--- src/hw/rtl/rfc_pkg.sv ---
// shared types and constants for the received frame classifier
package rfc_pkg;

    // default configuration of the frame layout
    localparam int PREFIX_BYTES_DEF    = 4;
    localparam int MAX_FRAME_BYTES_DEF = 2048;

    // widths of the item fields
    localparam int BYTE_W   = 8;
    localparam int POS_W    = 12;
    localparam int IP_W     = 32;
    localparam int SUM_W    = 16;
    localparam int HWORDS_W = 4;
    localparam int FLAGS_W  = 8;
    localparam int M_DATA_W = 24;

    // byte offsets after the prefix, the ip and arp ones from the l3 start
    localparam int ETYPE_LO_OFS  = 12;
    localparam int ETYPE_HI_OFS  = 13;
    localparam int L3_OFS        = 14;
    localparam int IP_PROTO_OFS  = 9;
    localparam int IP_DST_FIRST  = 16;
    localparam int IP_DST_LAST   = 19;
    localparam int ARP_OP_LO_OFS = 6;
    localparam int ARP_OP_HI_OFS = 7;
    localparam int ARP_TPA_FIRST = 24;
    localparam int ARP_TPA_LAST  = 27;

    // field codes, multi-byte fields held in wire order (first byte low)
    localparam logic [15:0] ETYPE_ARP         = 16'h0608;
    localparam logic [15:0] ETYPE_IPV4        = 16'h0008;
    localparam logic [15:0] ARP_OP_REQUEST    = 16'h0100;
    localparam logic [15:0] ARP_OP_REPLY      = 16'h0200;
    localparam logic [7:0]  IP_PROTO_ICMP     = 8'h01;
    localparam logic [7:0]  IP_PROTO_UDP      = 8'h11;
    localparam logic [7:0]  ICMP_ECHO_REQUEST = 8'h08;
    localparam logic [7:0]  ICMP_ECHO_REPLY   = 8'h00;
    localparam logic [15:0] SUM_GOOD          = 16'hFFFF;

    // one bit per captured field of the current frame
    typedef struct packed {
        logic sum;
        logic dst_ip;
        logic arp_ip;
        logic opcode;
        logic icmp;
        logic proto;
        logic hlen;
        logic etype;
    } seen_t;

    // classification flags of one frame, lowest bit first in tdata
    typedef struct packed {
        logic ip_unicast;
        logic is_udp;
        logic echo_reply;
        logic echo_request;
        logic is_ipv4;
        logic arp_reply;
        logic arp_request;
        logic is_arp;
    } flags_t;

endpackage

--- src/hw/rtl/rx_frame_classifier_top.sv ---
// byte-serial classifier for received ethernet frames (arp, ipv4, icmp echo, udp)
//
//  channel | dir | handshake          | payload
//  --------+-----+--------------------+-------------------------------------------
//  s_      | in  | s_tvalid/s_tready  | s_tdata[7:0] frame_byte, s_tlast last_byte
//  m_      | out | m_tvalid/m_tready  | m_tdata flags[7:0], frame_length[19:8]
//  cfg     | in  | local_ip_we        | local_ip_wdata[31:0] local_ip
//
// one byte item is taken per cycle; the frame state updates at the accepting edge
// and the result of a last byte is written into the output register at that same edge.
// the output register holds one result; while it is full and not taken, the input
// stalls. synchronous active-low reset clears frame state, local_ip and m_tvalid.
module rx_frame_classifier_top #(
    parameter int PREFIX_BYTES    = rfc_pkg::PREFIX_BYTES_DEF,
    parameter int MAX_FRAME_BYTES = rfc_pkg::MAX_FRAME_BYTES_DEF
) (
    input  logic                        aclk,
    input  logic                        aresetn,
    // configuration
    input  logic                        local_ip_we,
    input  logic [rfc_pkg::IP_W-1:0]    local_ip_wdata,
    // byte input
    input  logic                        s_tvalid,
    output logic                        s_tready,
    input  logic [rfc_pkg::BYTE_W-1:0]  s_tdata,   // [7:0] frame_byte
    input  logic                        s_tlast,   // last_byte
    // result output
    output logic                        m_tvalid,
    input  logic                        m_tready,
    output logic [rfc_pkg::M_DATA_W-1:0] m_tdata   // [0] is_arp, [1] arp_request,
                                                   // [2] arp_reply, [3] is_ipv4,
                                                   // [4] echo_request, [5] echo_reply,
                                                   // [6] is_udp, [7] ip_unicast,
                                                   // [19:8] frame_length, [23:20] zero
);

    localparam int POS_W = rfc_pkg::POS_W;
    localparam int CAP_INT = (MAX_FRAME_BYTES > 4095) ? 4095 : MAX_FRAME_BYTES;
    localparam logic [POS_W-1:0] POS_CAP   = POS_W'(CAP_INT);
    localparam logic [POS_W-1:0] POS_PRE   = POS_W'(PREFIX_BYTES);
    localparam logic [POS_W-1:0] POS_ET_LO = POS_W'(PREFIX_BYTES + rfc_pkg::ETYPE_LO_OFS);
    localparam logic [POS_W-1:0] POS_ET_HI = POS_W'(PREFIX_BYTES + rfc_pkg::ETYPE_HI_OFS);
    localparam logic [POS_W-1:0] POS_L3    = POS_W'(PREFIX_BYTES + rfc_pkg::L3_OFS);

    // frame state
    logic [POS_W-1:0]             pos_reg, pos_next;
    logic [rfc_pkg::SUM_W-1:0]    sum_reg, sum_next;
    logic [15:0]                  etype_reg, etype_next;
    logic [rfc_pkg::HWORDS_W-1:0] hwords_reg, hwords_next;
    logic [7:0]                   proto_reg, proto_next;
    logic [7:0]                   icmp_reg, icmp_next;
    logic [15:0]                  opcode_reg, opcode_next;
    logic                         arp_match_reg, arp_match_next;
    logic                         dst_match_reg, dst_match_next;
    rfc_pkg::seen_t               seen_reg, seen_next;
    logic [rfc_pkg::IP_W-1:0]     local_ip_reg;

    // result register
    logic                         m_valid_reg, m_valid_next;
    rfc_pkg::flags_t              flags_reg, flags_next;
    logic [POS_W-1:0]             len_reg, len_next;

    logic                         accept;
    logic [7:0]                   b;

    assign s_tready = !m_valid_reg || m_tready;
    assign accept   = s_tvalid && s_tready;
    assign b        = s_tdata;

    // configuration register
    always_ff @(posedge aclk) begin
        if (!aresetn) begin
            local_ip_reg <= '0;
        end else if (local_ip_we) begin
            local_ip_reg <= local_ip_wdata;
        end
    end

    // decode of the accepted byte into the next frame state
    always_comb begin
        logic [POS_W-1:0] i;
        logic             in_l3;
        logic [3:0]       hw;
        logic             hlen_seen;
        logic [5:0]       hbytes;
        logic             in_sum;
        logic [15:0]      addend;
        logic [16:0]      s;
        logic [7:0]       octet;

        pos_next       = pos_reg;
        sum_next       = sum_reg;
        etype_next     = etype_reg;
        hwords_next    = hwords_reg;
        proto_next     = proto_reg;
        icmp_next      = icmp_reg;
        opcode_next    = opcode_reg;
        arp_match_next = arp_match_reg;
        dst_match_next = dst_match_reg;
        seen_next      = seen_reg;

        i         = pos_reg - POS_L3;
        in_l3     = (pos_reg >= POS_L3) && (pos_reg >= POS_PRE);
        hw        = (i == '0) ? b[3:0] : hwords_reg;
        hlen_seen = seen_reg.hlen || (i == '0);
        hbytes    = {hw, 2'b00};
        in_sum    = i < POS_W'(hbytes);
        addend    = i[0] ? {b, 8'h00} : {8'h00, b};
        s         = {1'b0, sum_reg} + {1'b0, addend};

        // local address octet for this byte, first octet in the top byte
        case (i[1:0])
            2'd0:    octet = local_ip_reg[31:24];
            2'd1:    octet = local_ip_reg[23:16];
            2'd2:    octet = local_ip_reg[15:8];
            default: octet = local_ip_reg[7:0];
        endcase

        if (accept && pos_reg < POS_CAP) begin
            pos_next = pos_reg + 1'b1;

            // ethertype
            if (pos_reg >= POS_PRE && pos_reg == POS_ET_LO) begin
                etype_next = {8'h00, b};
            end else if (pos_reg >= POS_PRE && pos_reg == POS_ET_HI) begin
                etype_next     = {b, etype_reg[7:0]};
                seen_next.etype = 1'b1;
            end

            if (in_l3) begin
                // ipv4 header length
                if (i == '0) begin
                    hwords_next    = b[3:0];
                    seen_next.hlen = 1'b1;
                end
                // ipv4 protocol
                if (i == POS_W'(rfc_pkg::IP_PROTO_OFS)) begin
                    proto_next      = b;
                    seen_next.proto = 1'b1;
                end
                // ipv4 destination address
                if (i >= POS_W'(rfc_pkg::IP_DST_FIRST) && i <= POS_W'(rfc_pkg::IP_DST_LAST)) begin
                    if (b != octet) begin
                        dst_match_next = 1'b0;
                    end
                    if (i == POS_W'(rfc_pkg::IP_DST_LAST)) begin
                        seen_next.dst_ip = 1'b1;
                    end
                end
                // header checksum and icmp type right after the header
                if (hlen_seen) begin
                    if (in_sum) begin
                        sum_next = s[15:0] + {15'd0, s[16]};
                        if (i + 1'b1 == POS_W'(hbytes)) begin
                            seen_next.sum = 1'b1;
                        end
                    end
                    if (i == POS_W'(hbytes)) begin
                        icmp_next      = b;
                        seen_next.icmp = 1'b1;
                    end
                end
                // arp opcode
                if (i == POS_W'(rfc_pkg::ARP_OP_LO_OFS)) begin
                    opcode_next = {8'h00, b};
                end else if (i == POS_W'(rfc_pkg::ARP_OP_HI_OFS)) begin
                    opcode_next      = {b, opcode_reg[7:0]};
                    seen_next.opcode = 1'b1;
                end
                // arp target address
                if (i >= POS_W'(rfc_pkg::ARP_TPA_FIRST) && i <= POS_W'(rfc_pkg::ARP_TPA_LAST)) begin
                    if (b != octet) begin
                        arp_match_next = 1'b0;
                    end
                    if (i == POS_W'(rfc_pkg::ARP_TPA_LAST)) begin
                        seen_next.arp_ip = 1'b1;
                    end
                end
            end
        end
    end

    // classification from the state including the current byte
    always_comb begin
        logic proto_ok;
        logic type_ok;

        proto_ok = seen_next.proto;
        type_ok  = seen_next.icmp;

        flags_next.is_arp = seen_next.etype && etype_next == rfc_pkg::ETYPE_ARP &&
                            seen_next.arp_ip && arp_match_next;
        flags_next.arp_request = flags_next.is_arp && seen_next.opcode &&
                                 opcode_next == rfc_pkg::ARP_OP_REQUEST;
        flags_next.arp_reply = flags_next.is_arp && !flags_next.arp_request &&
                               seen_next.opcode && opcode_next == rfc_pkg::ARP_OP_REPLY;
        flags_next.is_ipv4 = !flags_next.is_arp && seen_next.etype &&
                             etype_next == rfc_pkg::ETYPE_IPV4 &&
                             seen_next.sum && sum_next == rfc_pkg::SUM_GOOD;
        flags_next.echo_request = flags_next.is_ipv4 && proto_ok && type_ok &&
                                  proto_next == rfc_pkg::IP_PROTO_ICMP &&
                                  icmp_next == rfc_pkg::ICMP_ECHO_REQUEST;
        flags_next.echo_reply = flags_next.is_ipv4 && !flags_next.echo_request &&
                                proto_ok && type_ok &&
                                proto_next == rfc_pkg::IP_PROTO_ICMP &&
                                icmp_next == rfc_pkg::ICMP_ECHO_REPLY;
        flags_next.is_udp = flags_next.is_ipv4 && !flags_next.echo_request &&
                            !flags_next.echo_reply && proto_ok &&
                            proto_next == rfc_pkg::IP_PROTO_UDP;
        flags_next.ip_unicast = flags_next.is_ipv4 && seen_next.dst_ip && dst_match_next;

        len_next = pos_next;
    end

    // output handshake
    always_comb begin
        m_valid_next = m_valid_reg;
        if (m_tready) begin
            m_valid_next = 1'b0;
        end
        if (accept && s_tlast) begin
            m_valid_next = 1'b1;
        end
    end

    // frame state registers, cleared by reset and after the last byte of a frame
    always_ff @(posedge aclk) begin
        if (!aresetn || (accept && s_tlast)) begin
            pos_reg       <= '0;
            sum_reg       <= '0;
            etype_reg     <= '0;
            hwords_reg    <= '0;
            proto_reg     <= '0;
            icmp_reg      <= '0;
            opcode_reg    <= '0;
            arp_match_reg <= 1'b1;
            dst_match_reg <= 1'b1;
            seen_reg      <= '0;
        end else begin
            pos_reg       <= pos_next;
            sum_reg       <= sum_next;
            etype_reg     <= etype_next;
            hwords_reg    <= hwords_next;
            proto_reg     <= proto_next;
            icmp_reg      <= icmp_next;
            opcode_reg    <= opcode_next;
            arp_match_reg <= arp_match_next;
            dst_match_reg <= dst_match_next;
            seen_reg      <= seen_next;
        end
    end

    // result register
    always_ff @(posedge aclk) begin
        if (!aresetn) begin
            m_valid_reg <= 1'b0;
        end else begin
            m_valid_reg <= m_valid_next;
        end
    end

    always_ff @(posedge aclk) begin
        if (accept && s_tlast) begin
            flags_reg <= flags_next;
            len_reg   <= len_next;
        end
    end

    assign m_tvalid = m_valid_reg;
    assign m_tdata  = {4'h0, len_reg, flags_reg};

endmodule
--- config.mk ---
export PLATFORM = sky130hd
export DESIGN_NAME = rx_frame_classifier_top
export DESIGN_NICKNAME = d
export VERILOG_FILES = /design/src/hw/rtl/rfc_pkg.sv /design/src/hw/rtl/rx_frame_classifier_top.sv
export SDC_FILE = /design/constraint.sdc
export NUM_CORES = 1
export LEC_CHECK = 0
export CAP_MARGIN = 10
export CORE_UTILIZATION = 60
export CTS_CLUSTER_DIAMETER = 100
export DETAILED_ROUTE_END_ITERATION = 8
export DONT_BUFFER_PORTS = 1
export GPL_TIMING_DRIVEN = 0
export HOLD_SLACK_MARGIN = 0.02
export PLACE_DENSITY = 0.79
export SLEW_MARGIN = 20
export SYNTH_ARGS = -nofsm -noshare
export SYNTH_HDL_FRONTEND = slang
export SYNTH_SLANG_ARGS = --single-unit
export TNS_END_PERCENT = 50
--- constraint.sdc ---
create_clock -name aclk -period 5.4 [get_ports aclk]
set_input_delay 0.27 -clock aclk [delete_from_list [all_inputs] [get_ports aclk]]
set_output_delay 0.27 -clock aclk [all_outputs]
set_load 0.03 [all_outputs]
[Word-level counts from Yosys, hierarchy flattened]
Index checks and enable logic that the tools add are counted.
Storage, ports and cells
  register bits after elaboration: 143
Cells by class
  $lt $le $gt $ge: 8
  equality and inequality tests: 20
  mux-type cells: 49
  add/sub/neg operators: 5
  reduce and logical (&&, ||, !) cells: 49
Operators by type and width (number)
  $mux 16: 12
  $mux 8: 8
  $eq 12x5->1 const B: 4
  $ge 12x5->1 const B: 3
  $logic_and 1x1->1: 34
  $mux 1: 25
  $add 12x1->12 const B: 2
  $eq 12x3->1 const B: 2
  $eq 12x6->1: 2
  $le 12x5->1 const B: 2
  $pmux 8 s3: 1
  $add 16x16->17: 1
  $add 16x1->16: 1
  $eq 16x10->1 const B: 1
  $eq 16x11->1 const B: 1
  $eq 16x16->1 const B: 1
  $eq 16x4->1 const B: 1
  $eq 16x9->1 const B: 1
  $eq 12x4->1 const B: 1
  $ge 12x3->1 const B: 1
  $logic_not 12->1: 1
  $lt 12x12->1 const B: 1
  $lt 12x6->1: 1
  $mux 12: 1
  16 further kinds: 23

[Depth between registers and ports, before layout]
Gate-level depths: netlist of run 1.
  depth in word-level cells: 31
  depth in mapped cells: 23
  gate-level depth less buffers: 21

[Worst setup path before layout of run 1]
OpenSTA, ideal clock, no wires.
  path kind: reg-to-reg
  start point: register pos_reg[0]
  end point: register flags_reg (netlist bit m_tdata[5]), data pin
  data arrival time: 4464 ps
  setup time: 276 ps
  stages on the path, launching flop included: 24
  slack: 660 ps
  path through: dfxtp_1 -> clkbuf_1 -> clkbuf_1 -> nor2b_1 -> ha_1 -> inv_1 -> fa_1 -> nand2b_1 -> a21oi_1 -> a211o_1 -> a311oi_1 -> o21ai_0 -> a21o_1 -> a21o_1 -> ha_1 -> nor2b_1 -> and2_1 -> and4_1 -> and4_1 -> nand4_1 -> xnor2_1 -> mux2_4 -> a22oi_2 -> nor4_1
RTL lines
  start, declared: RTL line rx_frame_classifier_top.sv:46  | logic [POS_W-1:0] pos_reg, pos_next;
  start signal, assigned: RTL line rx_frame_classifier_top.sv:240  | pos_reg <= pos_next;
  end signal, assigned: RTL line rx_frame_classifier_top.sv:264  | flags_reg <= flags_next;
  end, declared: RTL line rx_frame_classifier_top.sv:60  | rfc_pkg::flags_t flags_reg, flags_next;

==> results of run 1 <==
[synthesized netlist by cell type (5+ instances only)]
master / number / share of area [%]
dfxtp_1: 123 / 30
nor2_1: 94 / 4.3
mux2i_1: 83 / 10
nand2_1: 82 / 3.7
nor2b_1: 46 / 3.5
a21oi_1: 44 / 2.7
xnor2_1: 39 / 4.1
clkbuf_1: 37 / 1.7
inv_1: 30 / 1.4
and2_1: 29 / 2.2
ha_1: 28 / 4.2
nand3_1: 24 / 1.5
edfxtp_1: 20 / 7.3
o21ai_0: 19 / 1.1
nor3_1: 18 / 1.1
nand4_1: 17 / 1.3
xor2_1: 17 / 1.8
nor4_1: 16 / 1.2
and3_1: 13 / 0.98
buf_2: 12 / 0.73
a21o_1: 9 / 0.82
nand2b_1: 9 / 0.68
a222oi_1: 8 / 0.97
a31oi_1: 7 / 0.53
a211oi_1: 6 / 0.54
and4_1: 6 / 0.64
buf_1: 6 / 0.27
buf_4: 6 / 0.54
nor4b_1: 5 / 0.53
o21a_1: 5 / 0.45
[kinds of logic after synthesis]
kind of cell	count (synthesis)	synth area share (%)
AND/OR/NAND/NOR	387	24.6
flip-flops	143	37.0
buffers and inverters	92	4.72
AO/OA/AOI/OAI	141	12.2
other	1	0.0453
adder cells (fa/ha/maj)	29	4.48
XOR/XNOR	57	6.12
multiplexers	88	10.8
[routing by layer]
layer  part of all wire, %  up-vias
met5                     0        -
li1                      -     3407
met4                   1.8        0
met2                    47      326
met3                   8.1       40
met1                    43     3390
[how the worst max path moves through the flow]
| stage | start | end | slack [ns] | depth (start not counted) |
|---|---|---|---|---|
| 3_3_place_gp | s_tdata[0] | m_tdata[7]$_DFFE_PP_ | -0.64 | 22 |
| 3_5_place_dp | s_tdata[0] | m_tdata[7]$_DFFE_PP_ | -0.65 | 22 |
| 2_1_floorplan | pos_reg[0]$_SDFF_PP0_ | m_tdata[5]$_DFFE_PP_ | 0.66 | 23 |
| 4_1_cts | pos_reg[0]$_SDFF_PP0_ | m_tdata[7]$_DFFE_PP_ | 0.03 | 22 |
| 5_1_grt | pos_reg[0]$_SDFF_PP0_ | m_tdata[5]$_DFFE_PP_ | -0.06 | 23 |
| 6_report | pos_reg[0]$_SDFF_PP0_ | m_tdata[7]$_DFFE_PP_ | 0.21 | 23 |
[power groups by stage]
| stage | logic (uW) | clock network (uW) | registers, uW |
|---|---|---|---|
| after global routing | 264 | 1400 | 1130 |
| after CTS | 235 | 1350 | 1130 |
| after detailed placement | 220 | 0 | 1150 |
| final | 244 | 1350 | 1130 |
| after floorplan | 169 | 0 | 1150 |
| after global placement | 215 | 0 | 1150 |
[critical path: cells and delay by family (launching register included)]
| kind | cells | cell delay [ns] |
|---|---|---|
| flops | 1 | 0.39 |
| simple gates | 8 | 1.28 |
| mux | 1 | 0.29 |
| xor+xnor | 1 | 0.11 |
| fa+ha+maj | 3 | 0.62 |
| buf+inv | 3 | 0.58 |
| compound gates | 7 | 1.63 |
[per-stage QoR]
step | setup WS (ns) | hold slack (ns) | cells
5_1_grt | -0.0648 | 0.0381 | 1171
3_3_place_gp | -0.641 | 0.400 | 1117
2_1_floorplan | 0.660 | 0.398 | 941
3_5_place_dp | -0.645 | 0.406 | 1117
4_1_cts | 0.0305 | 0.0222 | 1168
6_report | 0.207 | 0.0306 | 1172
[timing repair]
action	CTS	global route
gates resized for setup	7	15
endpoints found under the hold margin	18	3
endpoints found under the setup margin	5	5
pin swaps	1	3
hold buffers	19	3
[layout by cell type (no fill, tap or decap), types with 22 or more instances in the layout]
cell type	instances
nor2b_1	45
a21oi_1	44
mux2i_1	83
ha_1	28
nor2_1	93
dlygate4sd3_1	22
dfxtp_1	122
nand2_1	82
xnor2_1	38
nand3_1	23
clkbuf_1	34
inv_1	30
and2_1	29
[final cells by class]
type	instances	share of cell area (%)
tap	176	2.32
buffer	62	2.99
multi-input combinational	706	51.7
antenna	1	0.0264
sequential	143	32.3
clock inverter	13	2.36
inverter	30	1.19
clock buffer	19	4.77
timing repair buffer	22	2.32
==> impl_metrics.yaml, run 1 <==
outcome:
  status: "finished, final reports clean"
clock_tree:
  numCtsBuffers: 17
  clock_latency_ns: 0.43
  ctsLongestPathBuffers: 2
  cts_setup_buffers: 0
  clkTransAtPathRegs_ns: 0.06
  cts_root_buf: "clkbuf_16"
  cts_num_sinks: 143
  htree_levels: 4
  cts_tree: "built"
power_and_ir_drop:
  switchingPower_uw: 676
  total_leakage_power_uw: 0.00369
  power_uw: 2730
  power_frac_seq_pct: 41.4
  peakVddDrop_mv: 0.388
  power_density_nw_per_um2: 287
  pwr-share-comb_pct: 9.0
  p_clk_share_pct: 49.6
  switching_share_pct: 24.8
  intPower_uw: 2050
drt:
  drc: 0
  via_per_inst: 6.11
  wl_per_cell_um: 19.1
  ant_nets: 0
  drt_iter0_drc: 611
  drtPass1Iterations: 8
  vias: 7163
  wirelength_mm: 22.4
timing:
  final-hold-violation-count: 0
  min_period_ns: 5.19
  maxSlewHeadroom_pct: 36.8
  setup_tns_ns: 0
  period_share_pct: 96.2
  max_clock_freq_mhz: 193
  tightest_slew_ns: 0.941
  final.setup_skew_ns: 0.0129
  setup_viol: 0
  slew_violations: 0
finish:
  fillers: 1040
  multi_input_area_um2: 4910
  layout-drive-gt1-share_pct: 9.45
  largest_register_ffs: 32
  utilization_pct: 71.1
  area_delta_synth_final_pct: 14.7
  postLayoutCellArea_um2: 9490
  seqCellArea_um2: 3060
  nNetsFinal: 1057
grt:
  grt_max_degree: 24
  grt_antenna_before_repair: 1
  top_usage_layer: "met2"
  grt_pass1_vias: 6815
  track_usage_pct: 32.0
  use_met2_pct: 52.4
  met3_usage_pct: 7.81
  met1_usage_pct: 41.5
  grt-ovfl-total: 0
  grt_pass1_wl_mm: 35.1
critical_path:
  critPathKind: "reg -> reg"
  worst_setup_path_start_kind: "flip-flop"
  cp_max_fo: 10
  cp_cell_sequence: "clkbuf_4 > buf_2 > nor2b_1 > ha_1 > inv_1 > fa_1 > nand2b_1 > a21oi_1 > a211o_1 > a311oi_2 > o21ai_2 > a21o_1 > a21o_1 > ha_1 > nor2b_2 > and2_1 > and4_1 > and4_1 > nand4_1 > xnor2_1 > mux2_4 > a22oi_2 > nor4_2"
  required_ns: 5.56
  r2r_setup_slack_ns: 0.21
  critPathArrivalTime_ns: 5.36
  r2r_start: "pos_reg[0]$_SDFF_PP0_"
  reg2reg_to: "m_tdata[7]$_DFFE_PP_"
  end_kind: "flip-flop"
  rr_worst_depth: 23
  crit_path_top_delay_cell: "dfxtp_1"
  cp_slowest_stage_delay_ns: 0.39
hold_path:
  hp-class: "in -> reg"
  hold_start: "local_ip_wdata[6]"
  hold_end: "local_ip_reg[6]$_SDFFE_PN0P_"
  hold_depth: 2
floorplanning:
  chipWidth_um: 119
  die_y_um: 119
  core_area_um2: 13300
  io-pin-count: 72
  start_util_pct: 62.0
  die-area_um2: 14300
  core.rowCount: 42
yosys:
  synth_cells: 938
  yosysWarnings: 0
  synth-async-reset-ratio_pct: 0
  yosysSeqAreaShare_pct: 37.0
  synth_seq_cells: 143
  syn_avg_cell_area_um2: 8.82
  synth_cell_types: 76
  synth_edf_count: 20
  syn_area_um2: 8270
  ys.flop_type: "dfxtp_1"
placement:
  dpl.hpwl_mm: 15.2
  routabilityCongestion: 0.912
  io_buffers: 0
  place_area_um2: 8510
flow_run:
  cap_violations: 0
Power figures use the tool's default switching activity.
==> inputs of run 2 (changes only) <==
- CORE_UTILIZATION: 60 -> 64
- PLACE_DENSITY: 0.79 -> 0.83
==> run 2 against run 1 <==
  * Critical path depth fell by 2
  * Clock skew is 0.0043 ns lower
  * Count of clock-buffer cells in the layout increased by 4
  * Die area is 6.1% lower
  * Core utilization grew 3.7 points
  * First-iteration DRC count is 18% higher
  * Sequential share of layout area is 0.19 points higher
  * Non-clock buffer count is 3 higher
  * Setup slack worse by 0.17 ns
  * Final area decreased by 0.59%
  * Via count rose by 1.9%
  * Global-route usage grew 2.2 points
==> impl_metrics.yaml, run 2 (same netlist as run 1, synthesis figures left out) <==
critical_path:
  worst_setup_path_start_kind: "flip-flop"
  critPathKind: "reg -> reg"
  cp-endpoint: "m_tdata[4]$_DFFE_PP_"
  rr_worst_depth: 21
  end_kind: "flip-flop"
  r2r_start: "pos_reg[0]$_SDFF_PP0_"
  r2r_setup_slack_ns: 0.04
  required_ns: 5.65
  cp_max_fo: 10
  startpoint: "pos_reg[0]$_SDFF_PP0_"
  critPathArrivalTime_ns: 5.62
  reg2reg_to: "m_tdata[4]$_DFFE_PP_"
timing:
  maxSlewHeadroom_pct: 43.8
  slew_violations: 0
  tightest_slew_ns: 0.837
  setup_tns_ns: 0
  hold_slack_ns: 0.0221
  final-hold-violation-count: 0
  min_period_ns: 5.36
  final.setup_skew_ns: 0.00861
  max_clock_freq_mhz: 186
  period_share_pct: 99.3
  fin_ws_ns: 0.0370
  setup_viol: 0
grt:
  grt_max_degree: 24
  grt_pass1_vias: 7012
  grt_pass1_wl_mm: 35.0
  track_usage_pct: 34.2
  grt-ovfl-total: 0
  grt_antenna_before_repair: 0
clock_tree:
  htree_levels: 4
  numCtsBuffers: 17
  ctsLongestPathBuffers: 2
  clkTransAtPathRegs_ns: 0.06
  clock_latency_ns: 0.44
  cts_num_sinks: 143
  cts_tree: "built"
  cts_root_buf: "clkbuf_16"
floorplanning:
  die-area_um2: 13400
  chipWidth_um: 116
  core.rowCount: 41
  start_util_pct: 65.6
  core_area_um2: 12600
  io-pin-count: 72
  die_y_um: 116
placement:
  routabilityCongestion: 0.890
  dpl.hpwl_mm: 15.2
  dp_cells: 1113
  pre_cts_slack_ns: -0.662
  io_buffers: 0
drt:
  drt_iter0_drc: 722
  wl_per_cell_um: 19.1
  wirelength_mm: 22.4
  drc: 0
  drtPass1Iterations: 5
  ant_nets: 0
  via_per_inst: 6.24
  vias: 7298
finish:
  utilization_pct: 74.8
  layout_commonest_cell: "dfxtp_1"
  final_cells: 1169
  area_delta_synth_final_pct: 14.0
  layout-drive-gt1-share_pct: 9.73
  nNetsFinal: 1060
  largest_register_ffs: 32
  antennaDiodeCount: 0
  final_cell_mix: "dfxtp_1, nor2_1, mux2i_1, nand2_1, nor2b_1"
outcome:
  status: "finished, final reports clean"
flow_run:
  cap_violations: 0
power_and_ir_drop:
  total_leakage_power_uw: 0.00368
  peakVddDrop_mv: 0.321
  power_density_nw_per_um2: 268
hold_path:
  hp-class: "in -> reg"
## run 2: cell types whose count changed in the layout (fill, tap and decap cells not counted), sizes merged
cell / change
diode: -1
inv: -1
clkbuf: +4
buf: +3
bufinv: -4
## run 2: timing repair
action,4_1_cts,5_1_grt
setup buffers,1,2
gates resized for setup,9,18
setup endpoints to repair,5,5
hold buffers,22,0
endpoints found under the hold margin,22,0
pin swaps,1,4
## run 2: power breakdown
group          internal [uW]  switching [uW]  total, uW
registers               1100            27.9       1130
logic                   91.8             155        247
clock network            695             461       1160
total                   1890             643       2530
## run 2: per-layer routing
| layer | track usage [%] | share of wire [%] |
|---|---|---|
| met5 | 0 | 0 |
| met1 | 44.0 | 43 |
| met4 | 14.6 | 2.6 |
| met3 | 9.31 | 9.1 |
| met2 | 54.0 | 46 |
## run 2: worst min-delay path by stage
stage,start,endpoint,slack [ns],cells after the start
floorplan,aresetn,local_ip_reg[0]$_SDFFE_PN0P_,0.40,1
global placement,aresetn,local_ip_reg[0]$_SDFFE_PN0P_,0.40,1
detailed placement,aresetn,local_ip_reg[0]$_SDFFE_PN0P_,0.41,1
CTS,local_ip_wdata[21],local_ip_reg[21]$_SDFFE_PN0P_,0.02,2
global route,local_ip_wdata[20],local_ip_reg[20]$_SDFFE_PN0P_,0.03,2
finish,local_ip_wdata[2],local_ip_reg[2]$_SDFFE_PN0P_,0.02,2
## run 2: layout make-up
type                            count  area (um2)
Clock buffer                       23         499
Inverter                           30         113
Buffer                             62         284
Sequential cell                   143        3060
Multi-Input combinational cell    706        4940
Tap cell                          172         215
Fill cell                         897        3180
Timing Repair Buffer               25         243
Clock inverter                      8        75.1
## run 2: metrics by stage
| step | power, uW | area (um2) |
|---|---|---|
| 2_1_floorplan | 1320 | 8290 |
| 3_3_place_gp | 1370 | 8500 |
| 3_5_place_dp | 1370 | 8500 |
| 4_1_cts | 2520 | 9340 |
| 5_1_grt | 2600 | 9440 |
| 6_report | 2530 | 9440 |
## run 2: critical path: stages (launching register included)
cell      delay, ns
dfxtp_1        0.35
clkbuf_4       0.24
buf_2          0.21
nor2b_1        0.13
ha_1           0.18
inv_1          0.06
fa_1           0.41
nand2b_1       0.20
a21oi_1        0.15
a211o_1        0.18
a311oi_2       0.16
o21ai_2        0.21
a21o_1         0.14
a21o_1         0.16
ha_2           0.23
ha_1           0.29
nand4_1        0.25
nor4_1         0.58
xnor2_1        0.15
nor2_1         0.25
a41oi_4        0.26
nor4b_2        0.36
